==> config.mk <==
export PLATFORM = sky130hd
export DESIGN_NAME = lfc_frame
export DESIGN_NICKNAME = d
export VERILOG_FILES = /design/src/hw/rtl/lfc_pkg.sv /design/src/hw/rtl/lfc_frame.sv
export SDC_FILE = /design/constraint.sdc
export NUM_CORES = 1
export LEC_CHECK = 0
export BUFFER_PORTS_ARGS = -buffer_cell sky130_fd_sc_hd__buf_2
export CAP_MARGIN = 20
export CORE_ASPECT_RATIO = 0.8
export CORE_MARGIN = 2
export CORE_UTILIZATION = 43
export CTS_CLUSTER_DIAMETER = 80
export DETAILED_ROUTE_END_ITERATION = 10
export GPL_ROUTABILITY_DRIVEN = 0
export PLACE_DENSITY = 0.76
export SYNTH_ARGS = -nofsm -noshare
export SYNTH_HDL_FRONTEND = slang
export SYNTH_SLANG_ARGS = --single-unit
==> constraint.sdc <==
create_clock -name clk -period 2.3 [get_ports clk]
set_clock_uncertainty 0.15 [all_clocks]
set_input_delay 0.115 -clock clk [delete_from_list [all_inputs] [get_ports clk]]
set_output_delay 0.115 -clock clk [all_outputs]
set_load 0.05 [all_outputs]
==> src/hw/rtl/lfc_pkg.sv <==
package lfc_pkg;

    localparam logic [15:0] CRC_POLY         = 16'h8005;
    localparam logic [7:0]  MIN_COUNT        = 8'd3;
    localparam int          MAX_RESP_LEN_DEF = 64;
    localparam int          OQ_DEPTH         = 4;

    typedef enum logic [1:0] {
        PH_COUNT = 2'd0,
        PH_DATA  = 2'd1,
        PH_RXLO  = 2'd2,
        PH_RXHI  = 2'd3
    } phase_t;

    typedef enum logic {
        KIND_VERDICT = 1'b0,
        KIND_CRC     = 1'b1
    } kind_t;

    typedef struct packed {
        logic       kind;
        logic [7:0] out_byte;
        logic       crc_ok;
        logic       length_ok;
        logic       bad_count;
        logic [7:0] resp_len;
        logic       last;
    } res_t;

    // data bits enter lsb first, register shifts msb out
    function automatic logic [15:0] crc_byte(input logic [15:0] crc_in, input logic [7:0] b);
        logic [15:0] c;
        logic        fb;
        c = crc_in;
        for (int i = 0; i < 8; i++)
        begin
            fb = b[i] ^ c[15];
            c  = {c[14:0], 1'b0};
            if (fb)
            begin
                c = c ^ CRC_POLY;
            end
        end
        return c;
    endfunction

endpackage

==> src/hw/rtl/lfc_frame.sv <==
module lfc_frame
    import lfc_pkg::*;
#(
    parameter int MAX_RESP_LEN = MAX_RESP_LEN_DEF
)
(
    input  logic       clk,
    input  logic       rst_n,
    input  logic       step,
    input  logic [7:0] data_byte,
    input  logic       mode,
    output logic [1:0] res_cnt,
    output res_t       res0,
    output res_t       res1
);

    phase_t      phase_reg, phase_next;
    logic [15:0] crc_reg, crc_next;
    logic [7:0]  left_reg, left_next;
    logic        fmode_reg, fmode_next;
    logic [7:0]  rxlo_reg, rxlo_next;
    logic [7:0]  flen_reg, flen_next;

    logic [15:0] crc_upd;
    logic [7:0]  left_dec;
    logic [7:0]  rlen;

    assign crc_upd  = crc_byte((phase_reg == PH_COUNT) ? 16'h0000 : crc_reg, data_byte);
    assign left_dec = (phase_reg == PH_COUNT) ? (data_byte - MIN_COUNT) : (left_reg - 8'd1);
    assign rlen     = flen_reg - MIN_COUNT;

    always_comb
    begin
        phase_next = phase_reg;
        crc_next   = crc_reg;
        left_next  = left_reg;
        fmode_next = fmode_reg;
        rxlo_next  = rxlo_reg;
        flen_next  = flen_reg;
        if (step)
        begin
            unique case (phase_reg)
                PH_COUNT:
                begin
                    if (data_byte >= MIN_COUNT)
                    begin
                        fmode_next = mode;
                        flen_next  = data_byte;
                        crc_next   = crc_upd;
                        left_next  = left_dec;
                        if (left_dec != 8'd0)
                        begin
                            phase_next = PH_DATA;
                        end
                        else if (!mode)
                        begin
                            phase_next = PH_RXLO;
                        end
                    end
                end
                PH_DATA:
                begin
                    crc_next  = crc_upd;
                    left_next = left_dec;
                    if (left_dec == 8'd0)
                    begin
                        phase_next = fmode_reg ? PH_COUNT : PH_RXLO;
                    end
                end
                PH_RXLO:
                begin
                    rxlo_next  = data_byte;
                    phase_next = PH_RXHI;
                end
                PH_RXHI:
                begin
                    phase_next = PH_COUNT;
                end
                default:
                begin
                    phase_next = PH_COUNT;
                end
            endcase
        end
    end

    always_comb
    begin
        res_cnt = 2'd0;
        res0    = '0;
        res1    = '0;
        res0.kind     = KIND_CRC;
        res0.out_byte = crc_upd[7:0];
        res1.kind     = KIND_CRC;
        res1.out_byte = crc_upd[15:8];
        res1.last     = 1'b1;
        if (step)
        begin
            unique case (phase_reg)
                PH_COUNT:
                begin
                    if (data_byte < MIN_COUNT)
                    begin
                        res_cnt        = 2'd1;
                        res0           = '0;
                        res0.kind      = KIND_VERDICT;
                        res0.bad_count = 1'b1;
                        res0.last      = 1'b1;
                    end
                    else if (left_dec == 8'd0 && mode)
                    begin
                        res_cnt = 2'd2;
                    end
                end
                PH_DATA:
                begin
                    if (left_dec == 8'd0 && fmode_reg)
                    begin
                        res_cnt = 2'd2;
                    end
                end
                PH_RXLO:
                begin
                    res_cnt = 2'd0;
                end
                PH_RXHI:
                begin
                    res_cnt        = 2'd1;
                    res0           = '0;
                    res0.kind      = KIND_VERDICT;
                    res0.crc_ok    = (rxlo_reg == crc_reg[7:0]) && (data_byte == crc_reg[15:8]);
                    res0.length_ok = (rlen <= 8'(MAX_RESP_LEN));
                    res0.resp_len  = rlen;
                    res0.last      = 1'b1;
                end
                default:
                begin
                    res_cnt = 2'd0;
                end
            endcase
        end
    end

    always_ff @(posedge clk or negedge rst_n)
    begin
        if (!rst_n)
        begin
            phase_reg <= PH_COUNT;
            crc_reg   <= '0;
            left_reg  <= '0;
            fmode_reg <= 1'b0;
            rxlo_reg  <= '0;
            flen_reg  <= '0;
        end
        else
        begin
            phase_reg <= phase_next;
            crc_reg   <= crc_next;
            left_reg  <= left_next;
            fmode_reg <= fmode_next;
            rxlo_reg  <= rxlo_next;
            flen_reg  <= flen_next;
        end
    end

endmodule

Word level (Yosys, flattened, before mapping)
Cells that the tools add are included.

Add/subtract/negate cells: 3. Multiply operators: 0. Divide/modulo/power cells: 0. Magnitude comparators: 3. Equality and inequality tests: 8. Shift operators: 0. Mux-type cells: 28. Bitwise operators: 16. Reductions and logical operators: 11.

Operator list (count): 16-bit 2-to-1 mux (10); 21-bit 2-to-1 mux (2); 21-bit one-hot mux with 2 select lines (1); 16-bit one-hot mux with 2 select lines (1); 3-bit NOT (8); 2-bit 2-to-1 mux (9); 8-bit == test (2); 8-bit 2-to-1 mux (2); 2-bit one-hot mux with 4 select lines (2); 8-bit one-hot mux with 2 select lines (1); 8-bit by 2-bit subtractor with 8-bit output, second input constant (2); 8-bit by 2-bit >= comparator with 1-bit output, second input constant (1); 8-bit by 7-bit less-or-equal comparator with 1-bit output, second input constant (1); 8-bit logical NOT (1); 8-bit by 2-bit < comparator with 1-bit output, second input constant (1); 8-bit nonzero test (1); 8-bit by 1-bit subtractor with 8-bit output, second input constant (1); 1-bit bitwise XOR (8); 3-bit AND reduction (2); 2-bit == test, second input constant (2); 4-bit AND reduction (1); 1-bit logical AND (3); 3-bit by 2-bit != test with 1-bit output, second input constant (1); 2-bit by 1-bit == test with 1-bit output, second input constant (1); other kinds (5) (5).

Bits in registers: 43. Latch bits: 0. RAM bits: 0. ROM bits: 0. Input port bits: 12. Output and inout port bits: 44. Word-level logic and storage cells: 75. Memories: 0.

Depth between registers and ports, before layout
Depth after elaboration: 21. Depth in mapped cells: 11. Depth with buffers taken out: 9.

Worst setup path after synthesis
Ideal clock, no wire load.

Path type: reg2out. From: reg phase_reg[0]. To: out res0[10] (netlist bit). Arrival: 2.449 ns. Data required time: 2.035 ns. Setup slack: -0.414 ns. Stages on the path, launching flop included: 7. Path buffers: 1. Path through: dfrtp_1 inv_1 ha_1 nand2b_1 or2_2 clkbuf_1 nor3_1.

RTL lines: from (decl) (RTL line lfc_frame.sv:17) `phase_t phase_reg, phase_next;`; from (signal assigned) (RTL line lfc_frame.sv:157) `phase_reg <= phase_next;`; to (decl) (RTL line lfc_frame.sv:13) `output res_t res0,`.

==> results summary <==
In the final design database the tool counted 452 nets. For this run, the leading register cell type out of synthesis is dfrtp_1. Ranked by instance count, the synthesized netlist is headed by dfrtp_1 (43), nor2_1 (35), xnor2_1 (30).

The shortest clock period the worst path allows after layout came out at 2619 ps. Relative to the synthesized area, the layout overhead comes to 34.33%. The fraction of layout cells with a size suffix above 1 came out at 0.4411. The number of distinct library cells after synthesis came out at 40. For this configuration, the core starts out at a cell density of 0.4382. The number of max-cap violations came out at 0. The via count of the first global-routing pass was 2814. The top-area cell type share of the netlist area is 0.3370. The per-cell via count in the routed design came out at 5.291.

For the pin with the worst max-slew slack, the measured transition is 672.7 ps. The worst setup slack after layout came out at -318.5 ps. The total number of yosys warnings came out at 0. The highest achievable clock rate came out at 0.3819 GHz.

The worst setup path is captured at a primary output. The number of flip-flops in the largest register came out at 16. The count of pins over their slew limit was 0. The share of synthesized area occupied by flip-flops and latches came out at 0.3370. The mapped cell area is 3193 µm².

In the post-synthesis netlist, the biggest area contributors are dfrtp_1 (34%), xnor2_1 (8.2%), mux2_2 (8.1%). The core area is 7287 µm². The arrival time at the worst endpoint came out at 2350 ps.

After clock tree synthesis, the clock-pin slew on the worst setup and hold paths is 80 ps. The number of placed I/O pins came out at 56. The count of unresolved DRC violations after routing came out at 0. The count of final hold-check violations is 0. The kind of start point of the critical path is a flip-flop. The count of buffers added on input and output ports is 42. The number of core rows came out at 28.

Of all flip-flops after synthesis, the portion carrying an async set or reset was 1.000. The critical path is of the reg -> out type. In the final layout, the multi-input gates occupy 2120 µm². The overall overflow remaining after global route is 0. The clock latency at the later pin of the worst-skew pair is 290 ps. The pin count of the biggest net entering global routing is 29.

The area of all sequential standard cells came out at 1076 µm². The number of antenna diodes in the final layout is 0. The mean cell area of the mapped netlist is 9.202 µm².

The number of buffers on the longest clock path came out at 2. The gate count of the mapped netlist came out at 347. The vertical die dimension is 81.08 µm. The root buffer selected by CTS is clkbuf_8. The number of antenna violations at the first check in global routing is 0.

The clock buffer count from CTS is 5. The count of placed standard cells including taps is 498. dfrtp_1 takes more of the synthesized area than any other cell. Counting the fill cells in the layout gives 587. The die covers 8135 µm². In the post-synthesis netlist, the cell with the most instances is dfrtp_1. The worst path required time came out at 2040 ps. Setup violations remaining at the end of the flow were counted as 7. After synthesis the netlist holds a flip-flop and latch count of 43. The relative slew slack came out at 0.5515. Setup repair after global routing could not meet its margin everywhere. The portion of the clock cycle consumed by the worst path in the final layout is 1.138. The number of antenna-violating nets in the routed design came out at 0.

The non-filler instance count after layout is 523. The HPWL after detailed placement is 5.941 mm. The number of design-rule violations left by the first detailed-router iteration is 96. The final reports fail on setup timing. The tightest min-delay check is of the in -> reg type. The peak fanout along the critical path is 4. The number of iterations in the first detailed-routing pass came out at 5. In this run the number of H-tree levels came out at 2. The global-route wire length before repair is 13.88 mm. The routed wire length is 8.817 mm. The global router's overall resource usage is 0.2185. The detailed router placed 2767 vias in this run. The average detailed-routed wire length per instance came out at 16.86 µm. The worst-case setup slack after placement is -244.1 ps. TritonCTS built the clock tree. From left edge to right edge, the die measures 100.3 µm. The count of flip-flops with a built-in enable after synthesis is 0. The flow ran to the end, but the final reports show violations.

The number of clock sinks is 43. The final-layout setup total negative slack came out at -1477 ps.
layer usage:
metal / GRT usage / vias up / wire length (µm)
met5: 0 / - / 0
met3: 0.03442 / 10 / 458
met4: 0.05890 / 0 / 89
met1: 0.2885 / 1373 / 3811
met2: 0.3758 / 87 / 4458
li1: - / 1297 / -
stage by stage:
step	utilization	hold slack, ps	area [µm²]
detailed placement	0.5070	36.30	3695
global route	0.5886	61.08	4289
CTS	0.5549	57.16	4044
floorplan	-	-330.6	3307
global placement	0.5070	28.92	3695
finish	0.5886	67.96	4289
area by class of cell:
class | count | share of cell area
multi-input combinational | 266 | 0.4942
sequential | 43 | 0.2509
timing repair buffer | 108 | 0.1943
tap | 90 | 0.02625
clock buffer | 6 | 0.01925
clock inverter | 2 | 0.008168
inverter | 8 | 0.007001
repair_timing:
action,in CTS,in global routing
pin swaps,14,14
endpoints found under the hold margin,26,0
setup endpoints to repair,10,52
resized for setup,34,49
hold buffers,1,0
setup buffers,12,10
path summary, 6_finish.rpt:
check / startpoint / to / slack (ps) / depth (start not counted)
worst max-delay path: phase_reg[1]$_DFFE_PN0P_ / res1[19] / -320 / 10
worst min-delay path: mode / fmode_reg$_DFFE_PN0P_ / 70 / 3
worst max register to register: left_reg[0]$_DFFE_PN0P_ / phase_reg[0]$_DFFE_PN0P_ / -270 / 10
worst min register to register: fmode_reg$_DFFE_PN0P_ / fmode_reg$_DFFE_PN0P_ / 380 / 2
max in group asynchronous: rst_n / rxlo_reg[3]$_DFFE_PN0P_ / 1180 / 3
min in group asynchronous: rst_n / crc_reg[0]$_DFFE_PN0P_ / 230 / 2
logic make-up (layout without fill, tap and decap cells):
kind of cell	count (synthesis)	in the layout	synth area share
muxes	29	29	0.09992
DFF	43	43	0.3370
buffers and inverters	49	124	0.1078
xor gates and xnor gates	60	60	0.1689
and+or+nand+nor	118	118	0.1834
other	2	13	0.002352
adders and majority gates	8	8	0.03135
AOI/OAI and AO/OA	38	38	0.06936
cells in the final DEF, fill, tap and decap left out, types with 5 or more instances in the layout:
master	instances
nand4_1	5
xnor2_2	7
nor2b_1	7
nor4_2	5
conb_1	13
clkbuf_4	6
nand2_1	29
ha_1	6
clkbuf_8	6
nor2_1	26
a21oi_1	10
dfrtp_1	43
xor2_1	29
nand3_1	5
nor2_4	5
buf_4	54
mux2_2	22
buf_2	27
inv_2	5
o21ai_0	18
xnor2_1	20
mux2i_1	5
buf_6	18
worst max-delay path: stages, from the launching register on:
cell and delay [ps]:
dfrtp_1 400, inv_2 90, ha_4 170, buf_6 130, buf_6 110, nor2_4 30, xnor2_2 160, xnor2_2 230
xnor3_2 340, xnor2_2 200, buf_6 190
Power is not shown: default switching activity piles up to over one toggle a cycle in this logic, so the estimate is an artifact.
